## src/rtl/cbs_lerp_cell.sv

```systemverilog
`default_nettype none

module cbs_lerp_cell #(
  parameter int unsigned COORD_WIDTH = 32,
  parameter int unsigned T_FRAC_BITS = 16
) (
  input  wire logic                          clk_i,
  input  wire logic                          rst_ni,
  input  wire logic                          vld_i,
  input  wire logic        [T_FRAC_BITS:0]   t_i,
  input  wire logic signed [COORD_WIDTH-1:0] a_i,
  input  wire logic signed [COORD_WIDTH-1:0] b_i,
  output logic                               vld_o,
  output logic             [T_FRAC_BITS:0]   t_o,
  output logic signed      [COORD_WIDTH-1:0] y_o
);

  localparam int unsigned DW = COORD_WIDTH + 1;
  localparam int unsigned TW = T_FRAC_BITS + 2;
  localparam int unsigned PW = DW + TW;

  logic                          vld1_q, vld2_q, vld3_q;
  logic        [T_FRAC_BITS:0]   t1_q, t2_q, t3_q;
  logic signed [COORD_WIDTH-1:0] a1_q, a2_q, y_q;
  logic signed [DW-1:0]          d1_d, d1_q;
  logic signed [PW-1:0]          prod2_d, prod2_q;
  logic signed [PW-1:0]          shift3;
  logic signed [COORD_WIDTH-1:0] y_d;

  assign d1_d    = DW'(b_i) - DW'(a_i);
  assign prod2_d = PW'(d1_q) * PW'($signed({1'b0, t1_q}));
  // floor division by one in t; the sum always lies between a and b
  assign shift3  = prod2_q >>> T_FRAC_BITS;
  assign y_d     = a2_q + shift3[COORD_WIDTH-1:0];

  always_ff @(posedge clk_i or negedge rst_ni) begin
    if (!rst_ni) begin
      vld1_q <= 1'b0;
      vld2_q <= 1'b0;
      vld3_q <= 1'b0;
    end else begin
      vld1_q <= vld_i;
      vld2_q <= vld1_q;
      vld3_q <= vld2_q;
    end
  end

  always_ff @(posedge clk_i) begin
    a1_q    <= a_i;
    d1_q    <= d1_d;
    t1_q    <= t_i;
    a2_q    <= a1_q;
    prod2_q <= prod2_d;
    t2_q    <= t1_q;
    y_q     <= y_d;
    t3_q    <= t2_q;
  end

  assign vld_o = vld3_q;
  assign t_o   = t3_q;
  assign y_o   = y_q;

endmodule

`default_nettype wire
```

## config.mk

```make
export PLATFORM = sky130hd
export DESIGN_NAME = cbs_lerp_cell
export DESIGN_NICKNAME = d
export VERILOG_FILES = /design/src/rtl/cbs_lerp_cell.sv
export SDC_FILE = /design/constraint.sdc
export NUM_CORES = 2
export LEC_CHECK = 0
export BUFFER_PORTS_ARGS = -buffer_cell sky130_fd_sc_hd__buf_4
export CAP_MARGIN = 10
export CORE_MARGIN = 2
export CORE_UTILIZATION = 43
export DETAILED_ROUTE_END_ITERATION = 7
export GPL_TIMING_DRIVEN = 0
export SETUP_SLACK_MARGIN = 0.5
export SYNTH_ARGS = -nofsm -noshare
export SYNTH_HDL_FRONTEND = slang
export SYNTH_SLANG_ARGS = --single-unit
```

## constraint.sdc

```tcl
create_clock -name clk_i -period 6.2 [get_ports clk_i]
set_input_delay 1.24 -clock clk_i [delete_from_list [all_inputs] [get_ports clk_i]]
set_output_delay 1.24 -clock clk_i [all_outputs]
set_load 0.005 [all_outputs]
```

==> impl_metrics.json <==
{
  "nNetsFinal": 3738,
  "gp_routability_congestion": 0.9308,
  "synth_cells": 2732,
  "area_delta_synth_final_pct": 18.79,
  "postSynthNetCount": 3505,
  "timing.final.max_slew_violations": 0,
  "numPortBuffers": 133,
  "grt_setup_unrepaired": "yes",
  "grt_util_met1_pct": 29.82,
  "path_cells": "clkbuf_4 -> nand2_1 -> fa_1 -> fa_1 -> fa_1 -> inv_1 -> fa_1 -> fa_1 -> inv_1 -> fa_1 -> inv_1 -> ha_1 -> and3_2 -> nand2_1 -> nor2_1 -> o21ai_4 -> a31oi_4 -> a21oi_4 -> or3_4 -> a31oi_4",
  "period_minus_slack_ns": 6.318,
  "start_util_pct": 43.63,
  "worstPathArrival_ns": 6.81,
  "synth_enable_flop_cells": 0,
  "max_slew.worst_pin.slew_ns": 0.7443,
  "detail_route.wl_per_cell_um": 20.23,
  "min_period_over_period_pct": 101.9,
  "grtUsageTotal_pct": 25.23,
  "dr_total_vias": 18980,
  "cap_violations": 0,
  "grt_start_max_net_pins": 16,
  "cts.reportedPaths.clkPinSlew_ns": 0.06,
  "setup_viol": 9,
  "clock_insertion_delay_worst_skew_ns": 0.58,
  "die-height_um": 249.2,
  "met2_usage_pct": 44.10,
  "ratio_of_cells_with_drive_above_1_in_the_final_layout_pct": 16.66,
  "timing.slew.headroom_pct": 50.08,
  "tritoncts_sink_count": 215,
  "setup.worst_path.start_class": "register",
  "timing.critical_path.required_ns": 6.69,
  "placeableCoreArea_um2": 59240,
  "cts.path.max_buffers": 3,
  "first_pass_grt_wire_length_um": 118400,
  "tritoncts.num_buffers": 25,
  "crit_path_frequent_cell": "sky130_fd_sc_hd__fa_1",
  "postLayoutSetupSlackWorst_ns": -0.1182,
  "status": "finished, violations left",
  "report.final.hold_viol_count": 0,
  "met3_usage_pct": 4.963,
  "timing.hold.worst.class": "reg -> reg",
  "crit_fanout": 10,
  "die_width_um": 249.2,
  "fin_skew_ns": 0.01705,
  "failing_checks": "negative setup slack",
  "route.detailed.vias_per_inst": 5.050,
  "detail_route.first_pass.iterations": 5,
  "num_io_pins": 134,
  "global_route.overflow_total": 0,
  "fp.dieArea_um2": 62080,
  "grt.busiest_layer": "met2",
  "row_count": 89,
  "max_frequency_mhz": 158.3,
  "dpl_cell_area_um2": 28130,
  "ctsRootBufferMaster": "sky130_fd_sc_hd__clkbuf_16",
  "grt_antenna_before_repair": 1,
  "synth.ff_latch_count": 215,
  "seq_area_frac_synth_pct": 16.71,
  "drc": 0,
  "cp_slowest_cell": "sky130_fd_sc_hd__fa_1",
  "cpPeakStageDelay_ns": 0.54,
  "synth_warn": 0,
  "clock_tree_from_tritoncts": "built",
  "hpwl_um": 61220,
  "critPathKind": "reg -> reg",
  "avgSynthCellArea_um2": 9.460,
  "postRouteWirelength_um": 76030,
  "htree_num_levels": 1,
  "synth-async-reset-ratio_pct": 1.395,
  "grt_pass1_vias": 20880,
  "postLayoutCellArea_um2": 30700,
  "drt_iter0_drc": 1085,
  "route.antenna.remaining_nets": 0,
  "synth_cell_types": 59,
  "dominantRegCellSynth": "sky130_fd_sc_hd__dfxtp_1",
  "worst_setup_path_end_kind": "register",
  "syn-cell-area_um2": 25840
}
[path summary, 6_finish.rpt]
path	slack, ns	cells past startpoint	endpoint	from
max in group asynchronous	5.66	1	vld1_q	rst_ni
worst max-delay path	-0.12	20	prod2_q[46]	d1_q[28]
min in group asynchronous	0.45	1	vld2_q	rst_ni
worst max register to register	-0.12	20	prod2_q[46]	d1_q[28]
worst min register to register	0.31	0	a2_q[16]	a1_q[16]
worst min-delay path	0.31	0	a2_q[16]	a1_q[16]
[routing by layer]
metal  vias to the layer above  wire [um]
met3                       180       5292
met2                       588      37510
met1                      9633      29030
li1                       8577          -
met4                         0       4205
met5                         -          0
[layout by cell type, fill, tap and decap left out, types with 6 or more instances in the layout]
master	netlist	layout
sky130_fd_sc_hd__a21o_1	46	46
sky130_fd_sc_hd__a21oi_1	76	65
sky130_fd_sc_hd__a21oi_2	0	7
sky130_fd_sc_hd__a31oi_1	12	8
sky130_fd_sc_hd__and2_1	299	287
sky130_fd_sc_hd__and2_4	1	12
sky130_fd_sc_hd__and3_1	11	8
sky130_fd_sc_hd__buf_4	0	193
sky130_fd_sc_hd__buf_6	0	15
sky130_fd_sc_hd__clkbuf_16	0	42
sky130_fd_sc_hd__clkbuf_2	0	17
sky130_fd_sc_hd__clkbuf_4	0	16
sky130_fd_sc_hd__clkbuf_8	0	33
sky130_fd_sc_hd__dfxtp_1	212	166
sky130_fd_sc_hd__dfxtp_2	0	14
sky130_fd_sc_hd__dfxtp_4	0	32
sky130_fd_sc_hd__fa_1	516	500
sky130_fd_sc_hd__fa_2	0	16
sky130_fd_sc_hd__ha_1	173	159
sky130_fd_sc_hd__ha_4	0	9
sky130_fd_sc_hd__inv_1	655	643
sky130_fd_sc_hd__inv_2	0	12
sky130_fd_sc_hd__nand2_1	289	287
sky130_fd_sc_hd__nand2b_1	10	10
sky130_fd_sc_hd__nand3_1	16	12
sky130_fd_sc_hd__nand4_1	8	8
sky130_fd_sc_hd__nor2_1	53	52
sky130_fd_sc_hd__nor2b_1	18	16
sky130_fd_sc_hd__nor3_1	12	11
sky130_fd_sc_hd__o21a_1	16	16
sky130_fd_sc_hd__o21ai_0	40	30
sky130_fd_sc_hd__o21ai_2	1	6
sky130_fd_sc_hd__o21bai_1	7	7
sky130_fd_sc_hd__or3_1	8	6
sky130_fd_sc_hd__xnor2_1	80	78
sky130_fd_sc_hd__xor2_1	23	23
[cell families after synthesis]
group / count (synthesis) / synth area share (%)
AO/OA/AOI/OAI: 248 / 6.240
XOR/XNOR: 103 / 3.490
adder cells (fa/ha/maj): 689 / 48.34
buffers and inverters: 740 / 10.75
flip-flops: 215 / 16.71
AND/OR/NAND/NOR: 737 / 14.47
[metrics by stage]
stage                     setup WS, ns  utilization [%]  hold slack [ns]  instances  setup TNS [ns]
final                          -0.1182            51.82           0.3095       3758         -0.4072
after global routing           -0.3047            51.82           0.3309       3756          -2.808
after CTS                      -0.1411            51.42           0.3073       3741         -0.4986
after detailed placement        -1.110            47.48           0.3121       3638          -18.43
after global placement          -1.165            47.48           0.3105       3638          -18.83
after floorplan                 0.4327                -           0.3096       2732               0
[flip-flops by register name, indices dropped and copies added, names as in the netlist]
name and flops:
prod2_q 32, vld1_q 1, t2_q 17, y_o 32, vld2_q 1, t_o 17, a2_q 32, vld_o 1
d1_q 33, t1_q 17, a1_q 32
[cells in the mapped netlist, types with 6 or more instances]
cell | count | area (um^2)
sky130_fd_sc_hd__nand3_1 | 16 | 80.08
sky130_fd_sc_hd__nand4_1 | 8 | 50.05
sky130_fd_sc_hd__nor2_1 | 53 | 198.9
sky130_fd_sc_hd__clkbuf_1 | 85 | 319.1
sky130_fd_sc_hd__a21oi_1 | 76 | 380.4
sky130_fd_sc_hd__o21ai_0 | 40 | 200.2
sky130_fd_sc_hd__xor2_1 | 23 | 201.4
sky130_fd_sc_hd__ha_1 | 173 | 2165
sky130_fd_sc_hd__o21bai_1 | 7 | 52.55
sky130_fd_sc_hd__nand2_1 | 289 | 1085
sky130_fd_sc_hd__dfxtp_1 | 212 | 4244
sky130_fd_sc_hd__nor2b_1 | 18 | 112.6
sky130_fd_sc_hd__a21o_1 | 46 | 345.3
sky130_fd_sc_hd__o21a_1 | 16 | 120.1
sky130_fd_sc_hd__nand2b_1 | 10 | 62.56
sky130_fd_sc_hd__or3_1 | 8 | 50.05
sky130_fd_sc_hd__nor3_1 | 12 | 60.06
sky130_fd_sc_hd__and2_1 | 299 | 1871
sky130_fd_sc_hd__and3_1 | 11 | 68.82
sky130_fd_sc_hd__a211oi_1 | 6 | 45.04
sky130_fd_sc_hd__inv_1 | 655 | 2459
sky130_fd_sc_hd__a31oi_1 | 12 | 75.07
sky130_fd_sc_hd__fa_1 | 516 | 10330
sky130_fd_sc_hd__xnor2_1 | 80 | 700.7
[repair_timing]
| item | 4_1_cts | 5_1_grt |
|---|---|---|
| endpoints found under the setup margin | 32 | 29 |
| setup buffers | 56 | 15 |
| gates cloned | 2 | 0 |
| hold buffers | 0 | 0 |
| pin swaps | 57 | 26 |
| resized for setup | 290 | 55 |
[critical path, delay by kind of cell, from the launching register on]
family	cells	cell delay (ns)
DFF	1	0.49
adders and majority gates	7	3.49
and+or+nand+nor	5	1.07
AOI/OAI and AO/OA	4	0.71
buffers and inverters	4	0.48
[cell type report]
class	instances	area, um^2
flip-flops and latches	215	4457
multi-input cells	1777	19260
clock inverters	11	147.6
plain buffers	85	1051
inverters	655	2459
repair buffers	206	1620
well taps	773	967.2
clock buffers	34	730.7
fillers	5488	28540
diodes	2	5.005
Power is not shown: default switching activity piles up to over one toggle a cycle in this logic, so the estimate is an artifact.
