<file path="config.mk">
export PLATFORM = sky130hd
export DESIGN_NAME = cbs_delay
export DESIGN_NICKNAME = d
export VERILOG_FILES = /design/src/rtl/cbs_delay.sv
export SDC_FILE = /design/constraint.sdc
export NUM_CORES = 1
export LEC_CHECK = 0
export BUFFER_PORTS_ARGS = -buffer_cell sky130_fd_sc_hd__buf_4
export CAP_MARGIN = 40
export CORE_UTILIZATION = 32
export CTS_CLUSTER_DIAMETER = 60
export DETAILED_ROUTE_END_ITERATION = 7
export MAX_ROUTING_LAYER = met4
export PLACE_DENSITY_LB_ADDON = 0.08
export SLEW_MARGIN = 5
export SYNTH_ARGS = -nofsm -noshare
export SYNTH_HDL_FRONTEND = slang
export SYNTH_SLANG_ARGS = --single-unit
</file>
<file path="constraint.sdc">
create_clock -name clk_i -period 0.9 [get_ports clk_i]
set_input_delay 0.225 -clock clk_i [delete_from_list [all_inputs] [get_ports clk_i]]
set_output_delay 0.225 -clock clk_i [all_outputs]
set_load 0.05 [all_outputs]
</file>
<file path="src/rtl/cbs_delay.sv">
`default_nettype none

module cbs_delay #(
  parameter int unsigned WIDTH = 32,
  parameter int unsigned DEPTH = 3
) (
  input  wire logic             clk_i,
  input  wire logic [WIDTH-1:0] data_i,
  output logic      [WIDTH-1:0] data_o
);

  logic [WIDTH-1:0] tap_q [DEPTH];

  always_ff @(posedge clk_i) begin
    tap_q[0] <= data_i;
  end

  for (genvar i = 1; i < DEPTH; i++) begin : g_tap
    always_ff @(posedge clk_i) begin
      tap_q[i] <= tap_q[i-1];
    end
  end

  assign data_o = tap_q[DEPTH-1];

endmodule

`default_nettype wire

</file>
==> results of run 1 <==
==> path summary, 6_finish.rpt <==
path	start	endpoint	slack, ps
worst min register to register	tap_q[0][38]	tap_q[0][70]	320
worst max-delay path	tap_q[0][64]	data_o[0]	-150
worst min-delay path	tap_q[0][38]	tap_q[0][70]	320
worst max register to register	tap_q[0][6]	tap_q[0][38]	480
==> layout make-up <==
class	count	area, um2
timing repair buffer	96	984.7
sequential	96	1962
clock inverter	3	67.56
fill	547	3177
tap	77	96.34
clock buffer	12	135.1
==> repair_timing <==
item                                    4_1_cts  5_1_grt
resized for setup                            73        8
pin swaps                                     0        0
hold buffers                                 32        0
endpoints found under the setup margin       32       32
hold endpoints to repair                     32        0
==> power groups by stage <==
| stage | registers, mW | clock network [mW] | logic, mW |
|---|---|---|---|
| 4_1_cts | 4.56 | 2.94 | 0.669 |
| 5_1_grt | 4.58 | 3.12 | 0.701 |
| 3_3_place_gp | 4.62 | 0 | 0.492 |
| 2_1_floorplan | 4.61 | 0 | 0.382 |
| 6_report | 4.56 | 2.83 | 0.679 |
| 3_5_place_dp | 4.63 | 0 | 0.493 |
==> cells in the mapped netlist, drive strengths merged <==
library cell | number | area [um2]
buf | 32 | 240.2
dfxtp | 96 | 1922
==> metrics by stage <==
stage | setup WS, ps | hold WS [ps]
6_report | -149.6 | 324.0
5_1_grt | -198.9 | 333.2
4_1_cts | -180.4 | 327.6
3_5_place_dp | 182.6 | 312.1
3_3_place_gp | 193.9 | 309.8
2_1_floorplan | 209.7 | 252.7
==> cells by family (layout without fill, tap and decap cells) <==
logic type / after synthesis / after routing / share of synthesized area
flip-flops: 96 / 96 / 0.8889
buffers and inverters: 32 / 111 / 0.1111
==> routing by layer <==
metal,GRT usage,vias up,wire [um]
met1,0.07480,446,1032
met5,-,-,0
met4,0.07994,0,99
li1,-,506,-
met3,0.04425,10,228
met2,0.1379,43,1329
==> summary.md, run 1 <==
| Metric | Value |
|---|---|
| Failing checks | `DRC, setup timing` |
| DRC violation count after routing | `12` |
| Layout area overhead | `50.12%` |
| Synthesized instance count | `128` |
| Max Fclk | `952.7 MHz` |
| Yosys warning count | `0` |
| Hold path cells | `0` |
| Final Cell Area | `3246 um2` |
| Routed WL | `2689 um` |
| Max Cap Viol | `0` |
| Post-synth design cell area | `2162 um2` |
| Total vias in the final route | `1005` |
| Crit path buf inv count | `1` |
| Clock group share of total power | `0.351` |
| Diode count | `0` |
| Synth Register Bits | `96` |
| # Post-CTS Setup Buffers | `0` |
| Finished Layout Cells | `284` |
| Setup tns final | `-4406 ps` |
| IO Pins | `65` |
| Largest net degree at the start of global routing | `15` |
| Cell leakage power | `1.411 nW` |
| Count of input and output buffers | `64` |
| Largest regs | `tap_q x96` |
| Worst-margin pin slew | `109.0 ps` |
| Setup Skew | `8.614 ps` |
| Nets | `236` |
| Combinational Power Share | `0.084` |
| Mapped Avg Cell Area | `16.89 um2` |
| WP depth | `1` |
| Vias in the first global route | `1069` |
| HP Class | `register to register` |
| First-pass GRT wire length | `4257 um` |
| Pre-Repair DR Iteration Count | `6` |
| Drt wl/cell | `9.468 um` |
| Worst-path cell with the longest stage delay | `dfxtp_2` |
| Number of antenna violations at the first check in global routing | `0` |
| NetSw | `1.680 mW` |
| HPWL Detailed | `1594 um` |
| Syn_nets | `161` |
| Largest Register | `tap_q` |
| Multi-input gates | `0` |
| Internal power | `6.390 mW` |
| Final Critical Period | `1050 ps` |
| Final Hold Viols | `0` |
| Initial drt markers | `21` |
| Sw Ratio | `0.2081` |
| Clock Sinks | `96` |
| Worst path arrival time | `820 ps` |
| CTS tree | `built` |
| Post-route ant nets | `0` |
| Most frequent cells in the layout | `dfxtp_1, dlygate4sd3_1, buf_4, dfxtp_2, buf_8` |
| RSZ-0062 raised after global routing | `yes` |
| Max clock buf depth | `2` |
| Number of flip-flops in the largest register | `96` |
| Initial core utilization | `0.3366` |
| Total track usage | `0.08718` |
| Worst vdd ir | `1.172 mV` |
| Final RePlAce weighted congestion | `0.6732` |
| Multi-input logic area | `0 um2` |
| Share of cells above drive strength 1 | `0.5217` |
| Final worst path period share | `1.166` |
| Relative slew margins | `0.9275` |
| Setup crit end kind | `primary output` |
| Final core occ | `0.5054` |
| Status | `finished with violations` |
| CTS Root Cell | `clkbuf_8` |
| FF-to-FF path depth | `0` |
| Overall Power | `8.070 mW` |
| Pwr Density | `2486 nW/um2` |
| Required @ worst endpoint | `670 ps` |
| Most common cell after layout, fill and taps aside | `dfxtp_1` |
| Die W | `84.20 um` |
| Slew Limit Fails | `0` |
| Final Worst Setup Slack | `-149.6 ps` |
| Critical Path Start Type | `register` |
| DIE HEIGHT | `84.20 um` |
| Final Setup Violations | `32` |
| Crit Path Class | `register to primary output` |
| Row count | `29` |
| Vias/cell | `3.539` |
| Die area | `7089 um2` |
| Clk Latency, worst-skew pair | `340 ps` |
| Crit-path max FO | `1` |
| Crit-path leading delay family | `flip-flops` |
| Sequential Power Share | `0.565` |
| Max incr delay on CP | `340 ps` |
| Clock transition at path regs | `80 ps` |
| Distinct cell type count after synthesis | `2` |
| Post-synthesis sequential area ratio | `0.8889` |
| Critical-path cell list | `buf_8` |
| CORE AREA | `6422 um2` |
| Dpl cells | `237` |
| # H-tree levels | `3` |
| Dpl cell area | `2499 um2` |
| GR Overflow Total | `0` |
| CTS buffer count | `9` |
No activity file was read; power rests on OpenSTA's default activity.
==> run 2: changes to the inputs <==
Settings changed: BUFFER_PORTS_ARGS -buffer_cell sky130_fd_sc_hd__buf_4 to -buffer_cell sky130_fd_sc_hd__buf_2.
==> run 2 against run 1 <==
  * The flow still finishes with violations (DRC, setup timing)
  * Die area did not move
  * Setup slack got worse by 2.7 ps
  * Global-route usage rose by 0.35 points
  * Maximum frequency fell by 0.26%
  * Total power fell by 4.1%
==> summary.md, run 2 (synthesized netlist as in run 1, its figures left out) <==
| Metric | Value |
|---|---|
| Number of antenna violations at the first check in global routing | `0 (unchanged)` |
| First-pass GRT wire length | `4374 um (+2.7%)` |
| GR Overflow Total | `0 (unchanged)` |
| HP Class | `register to register` |
| DIE HEIGHT | `84.20 um (unchanged)` |
| Total track usage | `0.09069 (+0.003508)` |
| CTS buffer count | `9 (unchanged)` |
| Number of flip-flops in the largest register | `96 (unchanged)` |
| CTS Root Cell | `clkbuf_8` |
| Critical-path cell list | `buf_8` |
| Setup crit end kind | `primary output` |
| Clock Sinks | `96 (unchanged)` |
| # Post-CTS Setup Buffers | `0 (unchanged)` |
| Crit path buf inv count | `1 (unchanged)` |
| Worst-margin pin slew | `108.4 ps (-0.5709 ps)` |
| Status | `finished with violations` |
| Multi-input gates | `0 (unchanged)` |
| Setup tns final | `-4591 ps (-185.8 ps)` |
| Layout area overhead | `45.66%` |
| Largest net degree at the start of global routing | `17 (+2)` |
| Most common cell after layout, fill and taps aside | `dfxtp_1` |
| Diode count | `0 (unchanged)` |
| Sw Ratio | `0.2283 (+0.02014)` |
| Overall Power | `7.736 mW (-4.1%)` |
| Largest Register | `tap_q` |
| Final RePlAce weighted congestion | `0.6624 (-1.6%)` |
| Max Cap Viol | `0 (unchanged)` |
| Max incr delay on CP | `340 ps (about the same)` |
| Hold path cells | `0 (unchanged)` |
| CTS tree | `built` |
| Final Hold Viols | `0 (unchanged)` |
| Die area | `7089 um2 (unchanged)` |
| IO Pins | `65 (unchanged)` |
| Row count | `29 (unchanged)` |
| Pwr Density | `2456 nW/um2 (-1.2%)` |
| Post-route ant nets | `0 (unchanged)` |
| Pre-Repair DR Iteration Count | `6 (unchanged)` |
| FF-to-FF path depth | `0 (unchanged)` |
| Die W | `84.20 um (unchanged)` |
| Vias in the first global route | `1034 (-3.3%)` |
| HPWL Detailed | `1526 um (-4.2%)` |
| Setup Skew | `5.038 ps (-3.576 ps)` |
| Max Fclk | `950.3 MHz (-0.26%)` |
| CORE AREA | `6422 um2 (unchanged)` |
| Combinational Power Share | `0.082 (-0.002)` |
| Largest regs | `tap_q x96` |
| Clock transition at path regs | `90 ps (about the same)` |
| Final Worst Setup Slack | `-152.3 ps (-2.701 ps)` |
| NetSw | `1.766 mW (+5.1%)` |
| Final worst path period share | `1.169 (+0.003001)` |
| Crit-path leading delay family | `flip-flops` |
| Routed WL | `2635 um (-2.0%)` |
| Final Critical Period | `1052 ps (+2.701 ps)` |
| Pre-CTS setup slack | `118.2 ps (-64.43 ps)` |
| Relative slew margins | `0.9279 (about the same)` |
| Initial drt markers | `36 (+71%)` |
| Drt wl/cell | `9.246 um (-2.4%)` |
| Slew Limit Fails | `0 (unchanged)` |
| DRC violation count after routing | `12 (unchanged)` |
| # H-tree levels | `3 (unchanged)` |
| Failing checks | `DRC, setup timing` |
| Worst-path cell with the longest stage delay | `dfxtp_2` |
| Crit Path Class | `register to primary output` |
| Required @ worst endpoint | `670 ps (about the same)` |
| Share of cells above drive strength 1 | `0.5385 (+0.01672)` |
| Internal power | `5.970 mW (-6.6%)` |
| Crit-path max FO | `1 (unchanged)` |
| Initial core utilization | `0.3366 (unchanged)` |
| Critical Path Start Type | `register` |
| Worst vdd ir | `1.237 mV (+5.5%)` |
| WP depth | `1 (unchanged)` |
| Clock group share of total power | `0.329 (-0.022)` |
| Sequential Power Share | `0.589 (+0.024)` |
| Cell leakage power | `1.382 nW (-2.1%)` |
| Vias/cell | `3.502 (-1.0%)` |
| Final Setup Violations | `32 (unchanged)` |
| Nets | `236 (unchanged)` |
| Worst path arrival time | `830 ps (about the same)` |
| Clk Latency, worst-skew pair | `340 ps (about the same)` |
| Most frequent cells in the layout | `dfxtp_1, dlygate4sd3_1, buf_2, dfxtp_2` |
| RSZ-0062 raised after global routing | `yes` |
| Count of input and output buffers | `64 (unchanged)` |
| Multi-input logic area | `0 um2 (unchanged)` |
| Total vias in the final route | `998 (-0.70%)` |
| Max clock buf depth | `2 (unchanged)` |
[run 2: cell types whose count changed in the layout (fill, tap and decap cells not counted), sizes merged]
cell    change
bufinv      -2
clkinv      +2
inv         +2
clkbuf      -1
[run 2: layer usage]
layer	share of wire	GRT usage	vias to the layer above
met2	0.49	0.1453	45
li1	-	-	507
met4	0.022	0.04232	0
met3	0.10	0.07473	7
met5	0	-	-
met1	0.39	0.07433	439
[run 2: area by class of cell]
type	instances	area (um2)
clock buffer	11	151.4
clock inverter	5	38.79
fill	557	3273
sequential	96	1962
tap	77	96.34
timing repair buffer	96	900.9
[run 2: final timing paths]
kind	from	endpoint	slack, ps
worst min-delay path	tap_q[0][39]	tap_q[0][71]	320
worst max-delay path	tap_q[0][84]	data_o[20]	-150
worst min register to register	tap_q[0][39]	tap_q[0][71]	320
worst max register to register	tap_q[0][60]	tap_q[0][92]	490
[run 2: power groups by stage]
stage | Sequential (mW) | Combinational, mW | Clock [mW]
floorplan | 4.61 | 0.382 | 0
CTS | 4.56 | 0.625 | 2.67
global placement | 4.61 | 0.410 | 0
detailed placement | 4.62 | 0.411 | 0
finish | 4.56 | 0.637 | 2.54
global route | 4.58 | 0.657 | 2.91
[run 2: timing repair]
| item | CTS | global route |
|---|---|---|
| endpoints found under the hold margin | 32 | 0 |
| gates resized for setup | 104 | 8 |
| setup endpoints to repair | 32 | 32 |
| hold buffers | 32 | 0 |
[run 2: metrics by stage]
| stage | instances | instance area [um2] | util | hold slack, ps |
|---|---|---|---|---|
| global route | 285 | 3149 | 0.4904 | 324.1 |
| CTS | 285 | 3119 | 0.4857 | 327.0 |
| global placement | 237 | 2338 | 0.3641 | 310.3 |
| finish | 285 | 3149 | 0.4904 | 323.7 |
| floorplan | 128 | 2162 | - | 252.7 |
| detailed placement | 237 | 2338 | 0.3641 | 312.1 |
